--- src/hdl/lrc_pkg.sv ---
// shared types and constants for the clipping line rasterizer
`default_nettype none
package lrc_pkg;

  localparam int COORD_BITS      = 12;
  localparam int BYTES_PER_PIXEL = 4;
  localparam int DIM_BITS        = 11;
  localparam int PITCH_BITS      = 15;
  localparam int OFFSET_BITS     = 25;
  localparam int COLOR_BITS      = 32;
  localparam int ERR_BITS        = COORD_BITS + 2;
  localparam int CFG_IDX_BITS    = 2;
  localparam int CFG_DATA_BITS   = PITCH_BITS;

  localparam logic [DIM_BITS-1:0]   WIDTH_RESET  = DIM_BITS'(640);
  localparam logic [DIM_BITS-1:0]   HEIGHT_RESET = DIM_BITS'(480);
  localparam logic [PITCH_BITS-1:0] PITCH_RESET  = PITCH_BITS'(2560);

  typedef enum logic [CFG_IDX_BITS-1:0] {
    CFG_SURFACE_WIDTH  = 2'd0,
    CFG_SURFACE_HEIGHT = 2'd1,
    CFG_ROW_PITCH      = 2'd2
  } lrc_cfg_idx_t;

  typedef enum logic {
    KIND_LOAD = 1'b0,
    KIND_STEP = 1'b1
  } lrc_kind_t;

  typedef struct packed {
    logic                         kind;
    logic signed [COORD_BITS-1:0] start_x;
    logic signed [COORD_BITS-1:0] start_y;
    logic signed [COORD_BITS-1:0] end_x;
    logic signed [COORD_BITS-1:0] end_y;
    logic [COLOR_BITS-1:0]        pixel_color;
  } lrc_in_t;

  typedef struct packed {
    logic signed [COORD_BITS-1:0] pixel_x;
    logic signed [COORD_BITS-1:0] pixel_y;
    logic [OFFSET_BITS-1:0]       byte_offset;
    logic [COLOR_BITS-1:0]        out_color;
    logic                         on_screen;
    logic                         last_pixel;
  } lrc_out_t;

  // current pixel of the line held by the stepper
  typedef struct packed {
    logic                         active;
    logic signed [COORD_BITS-1:0] x;
    logic signed [COORD_BITS-1:0] y;
    logic [COLOR_BITS-1:0]        color;
    logic                         last;
  } lrc_cur_t;

endpackage
`default_nettype wire

--- src/hdl/lrc_stepper.sv ---
// bresenham line state: endpoint load and one step per request
`default_nettype none
module lrc_stepper
  import lrc_pkg::*;
(
  input  wire logic    clk,
  input  wire logic    rst_n,
  input  wire logic    load,
  input  wire logic    step,
  input  wire lrc_in_t item,
  output lrc_cur_t     cur
);

  localparam int DW = COORD_BITS + 1;
  localparam int EW = ERR_BITS + 1;

  logic                         active_r, active_nxt;
  logic signed [COORD_BITS-1:0] cur_x_r, cur_x_nxt, cur_y_r, cur_y_nxt;
  logic signed [COORD_BITS-1:0] tgt_x_r, tgt_x_nxt, tgt_y_r, tgt_y_nxt;
  logic [COORD_BITS-1:0]        adx_r, adx_nxt, ady_r, ady_nxt;
  logic                         xneg_r, xneg_nxt, yneg_r, yneg_nxt;
  logic signed [ERR_BITS-1:0]   err_r, err_nxt;
  logic [COLOR_BITS-1:0]        color_r, color_nxt;

  logic signed [DW-1:0] ddx, ddy;
  logic [DW-1:0]        ddx_abs, ddy_abs;
  logic signed [EW-1:0] err_w, e2, dx_w, dy_w, err_step;
  logic                 x_move, y_move, last;

  // load-time deltas
  always_comb begin
    ddx     = DW'(item.end_x) - DW'(item.start_x);
    ddy     = DW'(item.end_y) - DW'(item.start_y);
    ddx_abs = ddx[DW-1] ? DW'(-ddx) : DW'(ddx);
    ddy_abs = ddy[DW-1] ? DW'(-ddy) : DW'(ddy);
  end

  // one step of the error term
  always_comb begin
    err_w    = EW'(err_r);
    e2       = err_w <<< 1;
    dx_w     = $signed({{(EW-COORD_BITS){1'b0}}, adx_r});
    dy_w     = $signed({{(EW-COORD_BITS){1'b0}}, ady_r});
    x_move   = e2 > -dy_w;
    y_move   = e2 < dx_w;
    err_step = err_w - (x_move ? dy_w : EW'(0)) + (y_move ? dx_w : EW'(0));
    last     = (cur_x_r == tgt_x_r) && (cur_y_r == tgt_y_r);
  end

  always_comb begin
    active_nxt = active_r;
    cur_x_nxt  = cur_x_r;
    cur_y_nxt  = cur_y_r;
    tgt_x_nxt  = tgt_x_r;
    tgt_y_nxt  = tgt_y_r;
    adx_nxt    = adx_r;
    ady_nxt    = ady_r;
    xneg_nxt   = xneg_r;
    yneg_nxt   = yneg_r;
    err_nxt    = err_r;
    color_nxt  = color_r;
    if (load) begin
      active_nxt = 1'b1;
      cur_x_nxt  = item.start_x;
      cur_y_nxt  = item.start_y;
      tgt_x_nxt  = item.end_x;
      tgt_y_nxt  = item.end_y;
      adx_nxt    = ddx_abs[COORD_BITS-1:0];
      ady_nxt    = ddy_abs[COORD_BITS-1:0];
      xneg_nxt   = ddx[DW-1] || (ddx == '0);
      yneg_nxt   = ddy[DW-1] || (ddy == '0);
      err_nxt    = $signed(ERR_BITS'(ddx_abs) - ERR_BITS'(ddy_abs));
      color_nxt  = item.pixel_color;
    end else if (step && active_r) begin
      if (last) begin
        active_nxt = 1'b0;
      end else begin
        err_nxt = err_step[ERR_BITS-1:0];
        if (x_move) begin
          cur_x_nxt = xneg_r ? cur_x_r - COORD_BITS'(1) : cur_x_r + COORD_BITS'(1);
        end
        if (y_move) begin
          cur_y_nxt = yneg_r ? cur_y_r - COORD_BITS'(1) : cur_y_r + COORD_BITS'(1);
        end
      end
    end
  end

  always_ff @(posedge clk) begin
    if (!rst_n) begin
      active_r <= 1'b0;
      cur_x_r  <= '0;
      cur_y_r  <= '0;
      tgt_x_r  <= '0;
      tgt_y_r  <= '0;
      adx_r    <= '0;
      ady_r    <= '0;
      xneg_r   <= 1'b0;
      yneg_r   <= 1'b0;
      err_r    <= '0;
      color_r  <= '0;
    end else begin
      active_r <= active_nxt;
      cur_x_r  <= cur_x_nxt;
      cur_y_r  <= cur_y_nxt;
      tgt_x_r  <= tgt_x_nxt;
      tgt_y_r  <= tgt_y_nxt;
      adx_r    <= adx_nxt;
      ady_r    <= ady_nxt;
      xneg_r   <= xneg_nxt;
      yneg_r   <= yneg_nxt;
      err_r    <= err_nxt;
      color_r  <= color_nxt;
    end
  end

  assign cur.active = active_r;
  assign cur.x      = cur_x_r;
  assign cur.y      = cur_y_r;
  assign cur.color  = color_r;
  assign cur.last   = last;

endmodule
`default_nettype wire

--- src/hdl/line_rasterizer_with_clip_top.sv ---
// top level of the clipping bresenham line rasterizer
`default_nettype none
// Line rasterizer with clipping and frame-buffer addressing. A load transfer
// (kind 0) takes two signed endpoints and a color and starts a new line,
// replacing any line in progress; it gives no result. Each step transfer
// (kind 1) gives the current pixel of the line and advances one bresenham
// step toward the second endpoint; after the pixel flagged last_pixel the
// line goes inactive and further steps give nothing. Pixels outside the
// configured surface are still given with on_screen low and byte_offset 0,
// so the frame-buffer write can be dropped. byte_offset is y*row_pitch + 4*x
// modulo 2^25. The line state advances at the edge that takes the step, and
// the pixel address (one 11x15 multiply and an add) is formed from the state
// registers straight into the result register, so a pixel comes out the cycle
// after its step, and one transfer per cycle is sustained while the output is
// not stalled. The input stalls only while a result sits in the result
// register and the output is stalled. Configuration is written through cfg_we,
// cfg_index and cfg_wdata while the block is idle; index 3 is ignored.
module line_rasterizer_with_clip_top
  import lrc_pkg::*;
(
  input  wire logic                     clk,
  input  wire logic                     rst_n,
  // input channel
  input  wire logic                     in_valid,
  output logic                          in_stall,
  input  wire lrc_in_t                  in_data,
  // result channel
  output logic                          out_valid,
  input  wire logic                     out_stall,
  output lrc_out_t                      out_data,
  // configuration writes
  input  wire logic                     cfg_we,
  input  wire logic [CFG_IDX_BITS-1:0]  cfg_index,
  input  wire logic [CFG_DATA_BITS-1:0] cfg_wdata
);

  localparam int PROD_BITS = DIM_BITS + PITCH_BITS;

  // configuration registers
  logic [DIM_BITS-1:0]   width_r, height_r;
  logic [PITCH_BITS-1:0] pitch_r;

  // handshake and result register
  logic     accept, do_load, do_step, out_load;
  logic     out_valid_r;
  lrc_out_t out_r, res;

  lrc_cur_t cur;

  // clip and address terms
  logic                   visible;
  logic [PROD_BITS-1:0]   row_off;
  logic [OFFSET_BITS-1:0] col_off, offset;

  always_ff @(posedge clk) begin
    if (!rst_n) begin
      width_r  <= WIDTH_RESET;
      height_r <= HEIGHT_RESET;
      pitch_r  <= PITCH_RESET;
    end else if (cfg_we) begin
      unique case (cfg_index)
        CFG_SURFACE_WIDTH:  width_r  <= cfg_wdata[DIM_BITS-1:0];
        CFG_SURFACE_HEIGHT: height_r <= cfg_wdata[DIM_BITS-1:0];
        CFG_ROW_PITCH:      pitch_r  <= cfg_wdata;
        default: ;
      endcase
    end
  end

  // result register is free when empty or being drained this cycle
  assign out_load = !out_valid_r || !out_stall;
  assign in_stall = !out_load;
  assign accept   = in_valid && !in_stall;
  assign do_load  = accept && (in_data.kind == KIND_LOAD);
  assign do_step  = accept && (in_data.kind == KIND_STEP);

  lrc_stepper u_stepper (
    .clk   (clk),
    .rst_n (rst_n),
    .load  (do_load),
    .step  (do_step),
    .item  (in_data),
    .cur   (cur)
  );

  // clip against the surface; negative coordinates are never visible
  always_comb begin
    visible = !cur.x[COORD_BITS-1] && !cur.y[COORD_BITS-1] &&
              (PROD_BITS'(cur.x[COORD_BITS-2:0]) < PROD_BITS'(width_r)) &&
              (PROD_BITS'(cur.y[COORD_BITS-2:0]) < PROD_BITS'(height_r));
    row_off = PROD_BITS'(cur.y[COORD_BITS-2:0]) * PROD_BITS'(pitch_r);
    col_off = OFFSET_BITS'(cur.x[COORD_BITS-2:0]) * OFFSET_BITS'(BYTES_PER_PIXEL);
    offset  = visible ? (row_off[OFFSET_BITS-1:0] + col_off) : '0;
  end

  always_comb begin
    res.pixel_x     = cur.x;
    res.pixel_y     = cur.y;
    res.byte_offset = offset;
    res.out_color   = cur.color;
    res.on_screen   = visible;
    res.last_pixel  = cur.last;
  end

  always_ff @(posedge clk) begin
    if (!rst_n) begin
      out_valid_r <= 1'b0;
    end else if (out_load) begin
      // a step with no active line leaves the register empty
      out_valid_r <= do_step && cur.active;
    end
  end

  always_ff @(posedge clk) begin
    if (out_load) begin
      out_r <= res;
    end
  end

  assign out_valid = out_valid_r;
  assign out_data  = out_r;

endmodule
`default_nettype wire

--- config.mk ---
export PLATFORM = sky130hd
export DESIGN_NAME = line_rasterizer_with_clip_top
export DESIGN_NICKNAME = d
export VERILOG_FILES = /design/src/hdl/lrc_pkg.sv /design/src/hdl/lrc_stepper.sv /design/src/hdl/line_rasterizer_with_clip_top.sv
export SDC_FILE = /design/constraint.sdc
export NUM_CORES = 1
export LEC_CHECK = 0
export BUFFER_PORTS_ARGS = -buffer_cell sky130_fd_sc_hd__buf_2
export CAP_MARGIN = 20
export CORE_MARGIN = 2
export CORE_UTILIZATION = 30
export CTS_CLUSTER_SIZE = 8
export DETAILED_ROUTE_END_ITERATION = 16
export PLACE_DENSITY = 0.46
export REMOVE_ABC_BUFFERS = 1
export SYNTH_ARGS = -nofsm -noshare
export SYNTH_HDL_FRONTEND = slang
export SYNTH_SLANG_ARGS = --single-unit
--- constraint.sdc ---
create_clock -name clk -period 8.95 [get_ports clk]
set_input_delay 1.79 -clock clk [delete_from_list [all_inputs] [get_ports clk]]
set_output_delay 1.79 -clock clk [all_outputs]
set_load 0.02 [all_outputs]
After elaboration in Yosys (flattened, before gate mapping)

Index checks and enable logic that the tools add are counted.

Memories: 0
Output and inout port bits: 85
Bits in writable memories: 0
Flip-flop bits (word level): 242
Latch bits: 0
Input bits: 103
Bits in read-only memories: 0

Bitwise gates (word level): 1
Shift operators: 0
Multiply operators: 1
Mux-type cells: 20
Divide/modulo/power cells: 0
Eq/ne operators: 5
Reductions and logical operators: 30
Magnitude comparators: 4
$add $sub $neg: 13

Operator list:

| cell                                               | count |
|---|---|
| 2-to-1 mux 12 bit                                  | 12 |
| 2-to-1 mux 14 bit                                  | 3 |
| zero test 13 bit                                   | 2 |
| 2-to-1 mux 13 bit                                  | 2 |
| negator 13 bit                                     | 2 |
| subtractor 12 x 12 -> 13 bit                       | 2 |
| adder 25 x 13 -> 25 bit                            | 1 |
| multiplier 11 x 15 -> 25 bit                       | 1 |
| adder 12 x 2 -> 12 bit, second input constant      | 2 |
| equality test 12 bit                               | 2 |
| subtractor 12 x 2 -> 12 bit, second input constant | 2 |
| < comparator 11 bit                                | 2 |
| > comparator 15 bit                                | 1 |
| < comparator 15 x 13 -> 1 bit                      | 1 |
| negator 12 -> 15 bit                               | 1 |
| adder 14 bit                                       | 1 |
| subtractor 13 x 13 -> 14 bit                       | 1 |
| subtractor 14 x 13 -> 14 bit                       | 1 |
| AND reduction 2 bit                                | 5 |
| logical AND 1 bit                                  | 8 |
| nonzero test 2 bit                                 | 4 |
| AND reduction 3 bit                                | 2 |
| zero test 1 bit                                    | 5 |
| logical OR 1 bit                                   | 3 |
| 6 further kinds                                    | 8 |

Depth between registers and ports, before layout

Depth in word-level cells: 8
Mapped depth: 27
Mapped depth without buffers: 26

Cells and area by module

Synthesis repeated with hierarchy kept, for this count alone.

Cells, all modules: 2236
Area, all modules: 20098.0 um^2

By module, submodules not included:

| module                        | cells an instance | sequential area each (um^2) | instances | area an instance (um^2) |
|---|---|---|---|---|
| line_rasterizer_with_clip_top | 1026              | 3253.1                      | 1         | 10198.5 |
| lrc_stepper                   | 1210              | 2422.3                      | 1         | 9899.5 |

Least setup slack after synthesis

OpenSTA, ideal clock, no wires.

Path kind: input-to-output
From: in out_stall
To: out in_stall
Cell stages on the path: 2
Slack: 3.085 ns
Data arrival time: 4.075 ns
Path buffers: 0
Cells stage by stage: nand2_1 inv_1

Cells in the longest elaborated chain, start to end: 3

Ends and longest elaborated chain:

| item               | line                                | RTL |
|---|---|---|
| start: declaration | line_rasterizer_with_clip_top.sv:29 | `input wire logic out_stall,` |
| zero test 1 bit    | line_rasterizer_with_clip_top.sv:71 | `assign out_load = !out_valid_r \|\| !out_stall;` |
| logical OR 1 bit   | line_rasterizer_with_clip_top.sv:71 |  |
| zero test 1 bit    | line_rasterizer_with_clip_top.sv:72 | `assign in_stall = !out_load;` |
| end: declaration   | line_rasterizer_with_clip_top.sv:25 | `output logic in_stall,` |

No other way between the ends.

Worst setup path after layout

From: reg u_stepper.ady_r[4]
To: reg u_stepper.err_r[12]

Cells in the longest elaborated chain, start to end: 8

Ends and longest elaborated chain:

| item                           | line               | RTL |
|---|---|---|
| start: declaration             | lrc_stepper.sv:20  | `logic [COORD_BITS-1:0] adx_r, adx_nxt, ady_r, ady_nxt;` |
| start signal: assignment       | lrc_stepper.sv:109 | `ady_r <= ady_nxt;` |
| negator 12 -> 15 bit           | lrc_stepper.sv:44  | `x_move = e2 > -dy_w;` |
| > comparator 15 bit            | lrc_stepper.sv:44  |  |
| 2-to-1 mux 12 bit *            | lrc_stepper.sv:46  | `err_step = err_w - (x_move ? dy_w : EW'(0)) + (y_move ? dx_w : EW'(0));` |
| subtractor 14 x 13 -> 14 bit * | lrc_stepper.sv:46  |  |
| adder 14 bit *                 | lrc_stepper.sv:46  |  |
| 2-to-1 mux 14 bit *            | lrc_stepper.sv:75  | `if (last) begin` |
| 2-to-1 mux 14 bit *            | lrc_stepper.sv:74  | `end else if (step && active_r) begin` |
| 2-to-1 mux 14 bit *            | lrc_stepper.sv:62  | `if (load) begin` |
| end signal: assignment         | lrc_stepper.sv:112 | `err_r <= err_nxt;` |
| end: declaration               | lrc_stepper.sv:22  | `logic signed [ERR_BITS-1:0] err_r, err_nxt;` |

Every way passes the cells marked *; elsewhere a longest branch is shown, timed or not. The select of a mux whose other input is x is not followed.
A chain may end at the register's enable or synchronous reset.

==> results by group <==
Synth
  – Count leader, synth: nand2_1
  – Sequential area share after synthesis: 28.81%
  – Number of flops mapped to enable cells by yosys: 83
  – Mapped cell area: 19700 µm²
  – Syn Area/Cell: 8.697 µm²
  – Mapped Cells: 2265
  – Yosys reg bits: 242
  – YS warnings: 0
  – Top cells by area, synth: dfxtp_1 (16%), fa_1 (15%), edfxtp_1 (13%)
  – Distinct cells, synth: 74
  – Synth cell count leaders: nand2_1 (371), inv_1 (287), ha_1 (180), a21oi_1 (163), dfxtp_1 (159)
  – Top cell type's share of synthesized area: 16.16%
  – Largest area contributor in the netlist: dfxtp_1
  – FFs w/ async S/R, synth: 0%
  – Leading register cell type out of synthesis: dfxtp_1

Placement
  – PortBufs: 187
  – Dpl hpwl: 47760 µm
  – Worst Setup Slack post-DPL: 2.421 ns
  – RePlAce Congestion: 0.8839
  – Placed insts: 3230

Floorplan
  – Initial core utilization: 30.45%
  – Die height: 260.2 µm
  – Die X: 260.2 µm
  – Core area: 64700 µm²
  – Die area: 67730 µm²
  – Rows: 93
  – I/O pin cnt: 188

Route
  – Vias per cell: 4.970
  – Final WL: 62650 µm
  – Initial DRT Pass Iterations: 5
  – Vias: 16391
  – DRC: 0
  – Initial DRC Count: 1046
  – Post-route ant nets: 0
  – WL per Instance: 19.00 µm

Power and ir drop
  – Peak supply drop: 0.1184 mV
  – LEAKAGE: 10.46 nW
  – PD cells: 189.0 nW/µm²

CTS
  – Post-CTS setup buffer count: 0
  – Hold_buf cts: 0
  – Clk sinks: 242
  – Post-CTS Resized: 0
  – Clock Pin Slew Worst Setup and Hold Paths: 0.05 ns
  – Clock tree from TritonCTS: done
  – Root Buffer: clkbuf_16
  – Inserted Clock Buffers: 38
  – Clock Path Buffers: 3
  – CTS H-tree lvls: 2
  – Clock latency on the worst-skew pair: 0.58 ns

Status
  – Outcome: finished, final reports clean

STA
  – Fmax achieved: 150.5 MHz
  – Worst Tran Pin Value: 1.107 ns
  – Setup tns final: 0 ns
  – Final setup vio count: 0
  – Max transition margin: 26.23%
  – Clk_skew: 0.01715 ns
  – Fin crit share: 74.25%
  – Pins Over Slew Limit: 0
  – Min Tclk post-route: 6.645 ns
  – Fin. Hold Viols: 0
  – RSZ-0062 raised after global routing: false
  – Fin worst setup slack: 2.305 ns

Worst setup path
  – Worst R2R Start: u_stepper.ady_r[4]
  – Worst EP arrival: 7.11 ns
  – Worst Reg-to-Reg Cells: 23
  – Reg2reg end: u_stepper.err_r[12]
  – Crit end category: register
  – CP startpoint kind: register
  – CP Max Fanout: 21
  – CP Class: reg -> reg
  – Reg2Reg Setup Slack: 2.30 ns
  – Critical Path RT: 9.41 ns

GRT
  – Vias in the first global route: 16376
  – Initial antenna violation count: 1
  – Largest net degree at the start of global routing: 86
  – Global-route wire length before repair: 96340 µm
  – Grt ovf: 0
  – Gr usage total: 18.54%

Hold path
  – Hold Crit Endpoint: out_data[29]
  – Hold depth: 0
  – Hold path start: u_stepper.color_r[27]
  – Worst Hold Class: reg -> reg

Final layout
  – P&R area growth vs syn: 15.14%
  – Nets: 2843
  – Fill cells: 6825
  – Layout cells sized above 1: 11.59%
  – Final cell count without fillers: 3298

Run
  – Max cap viols: 0
cell type report:
type / instances / area [µm²] / share of cell area [%]
timing repair buffer: 212 / 1124 / 4.954
clock buffer: 60 / 1074 / 4.733
sequential: 242 / 5675 / 25.02
tap: 855 / 1070 / 4.716
antenna: 2 / 5.005 / 0.02207
multi-input combinational: 1635 / 12580 / 55.47
clock inverter: 5 / 72.57 / 0.3199
inverter: 287 / 1080 / 4.761
registers in the layout, indices dropped and copies added, names as in the netlist, 11 cells and up:
name,count
pitch_r,15
u_stepper.color_r,32
u_stepper.tgt_x_r,12
u_stepper.adx_r,12
u_stepper.cur_x_r,12
width_r,11
height_r,11
out_data,83
u_stepper.err_r,14
u_stepper.ady_r,12
u_stepper.cur_y_r,12
u_stepper.tgt_y_r,12
metrics by stage:
| step | instance area (µm²) | power, mW | utilization, % | hold WS, ns |
|---|---|---|---|---|
| floorplan | 19320 | 2.435 | - | 0.4081 |
| global placement | 21520 | 2.888 | 33.27 | 0.4118 |
| detailed placement | 21520 | 2.907 | 33.27 | 0.4146 |
| CTS | 22670 | 4.330 | 35.04 | 0.4244 |
| global route | 22680 | 4.585 | 35.05 | 0.4284 |
| finish | 22680 | 4.286 | 35.06 | 0.4220 |
layout by cell type, fill, tap and decap left out, types with 8 or more instances in the layout:
| cell | instances |
|---|---|
| nand2_1 | 370 |
| inv_1 | 286 |
| buf_2 | 187 |
| ha_1 | 180 |
| a21oi_1 | 163 |
| dfxtp_1 | 159 |
| fa_1 | 144 |
| nor2_1 | 106 |
| edfxtp_1 | 83 |
| xnor2_1 | 80 |
| and2_1 | 69 |
| o21ai_0 | 64 |
| clkbuf_16 | 38 |
| nor3_1 | 36 |
| a211oi_1 | 35 |
| xor2_1 | 34 |
| a21o_1 | 32 |
| nor2b_1 | 28 |
| nand3_1 | 25 |
| buf_4 | 25 |
| o211ai_1 | 22 |
| o21a_1 | 19 |
| clkbuf_1 | 18 |
| or3_1 | 14 |
| a22oi_1 | 13 |
| and3_1 | 12 |
| nand4_1 | 12 |
| nand2b_1 | 10 |
| o31ai_1 | 9 |
| a221oi_1 | 9 |
| o211a_1 | 8 |
| a31oi_1 | 8 |
logic make-up (layout without fill, tap and decap cells):
| kind of cell | after synthesis | after routing | synth area share (%) |
|---|---|---|---|
| compound gates | 456 | 456 | 15.12 |
| xor+xnor | 114 | 114 | 5.069 |
| fa+ha+maj | 324 | 324 | 26.07 |
| buf+inv | 388 | 564 | 7.406 |
| flops | 242 | 242 | 28.81 |
| mux | 5 | 5 | 0.2541 |
| other cells | 0 | 2 | 0 |
| simple gates | 736 | 736 | 17.27 |
routing by layer:
layer	up-vias	track usage, %	part of all wire, %
met1	8047	24.94	46
met5	-	0	0
met3	89	2.485	4.2
met4	0	5.619	2.8
li1	7925	-	-
met2	330	30.86	47
worst max-delay path: stages (launching register included):
cell and delay [ns]:
dfxtp_1 0.34, or4_1 0.60, nor3_1 0.21, nand2_1 0.15, nor3_1 0.21, xor2_1 0.19
ha_1 0.27, a21oi_1 0.13, o21ai_0 0.11, a221oi_1 0.37, a21o_1 0.19, and2_1 0.79
nor2b_1 0.15, fa_1 0.54, inv_1 0.05, ha_1 0.33, nor2b_1 0.16, o21a_1 0.18
o21ai_0 0.44, a211oi_1 0.22, nor4_1 0.39, nor3_1 0.08, nand3b_1 0.17, a221oi_1 0.26
worst max path at each step:
stage	start	endpoint	slack (ns)
after floorplan	out_stall	u_stepper.cur_y_r[2]	-0.14
after global placement	in_data[44]	u_stepper.err_r[13]	2.54
after detailed placement	in_data[44]	u_stepper.err_r[13]	2.42
after CTS	u_stepper.ady_r[4]	u_stepper.err_r[12]	2.40
after global routing	u_stepper.ady_r[4]	u_stepper.err_r[12]	1.69
final	u_stepper.ady_r[4]	u_stepper.err_r[12]	2.30
report_power, final:
group | total, mW | switching [mW] | internal (mW) | leakage, nW
logic | 1.58 | 0.957 | 0.622 | 7.61
registers | 1.32 | 0.0937 | 1.23 | 2.30
clock network | 1.39 | 0.562 | 0.824 | 0.551
(Power assumes the default switching activity.)
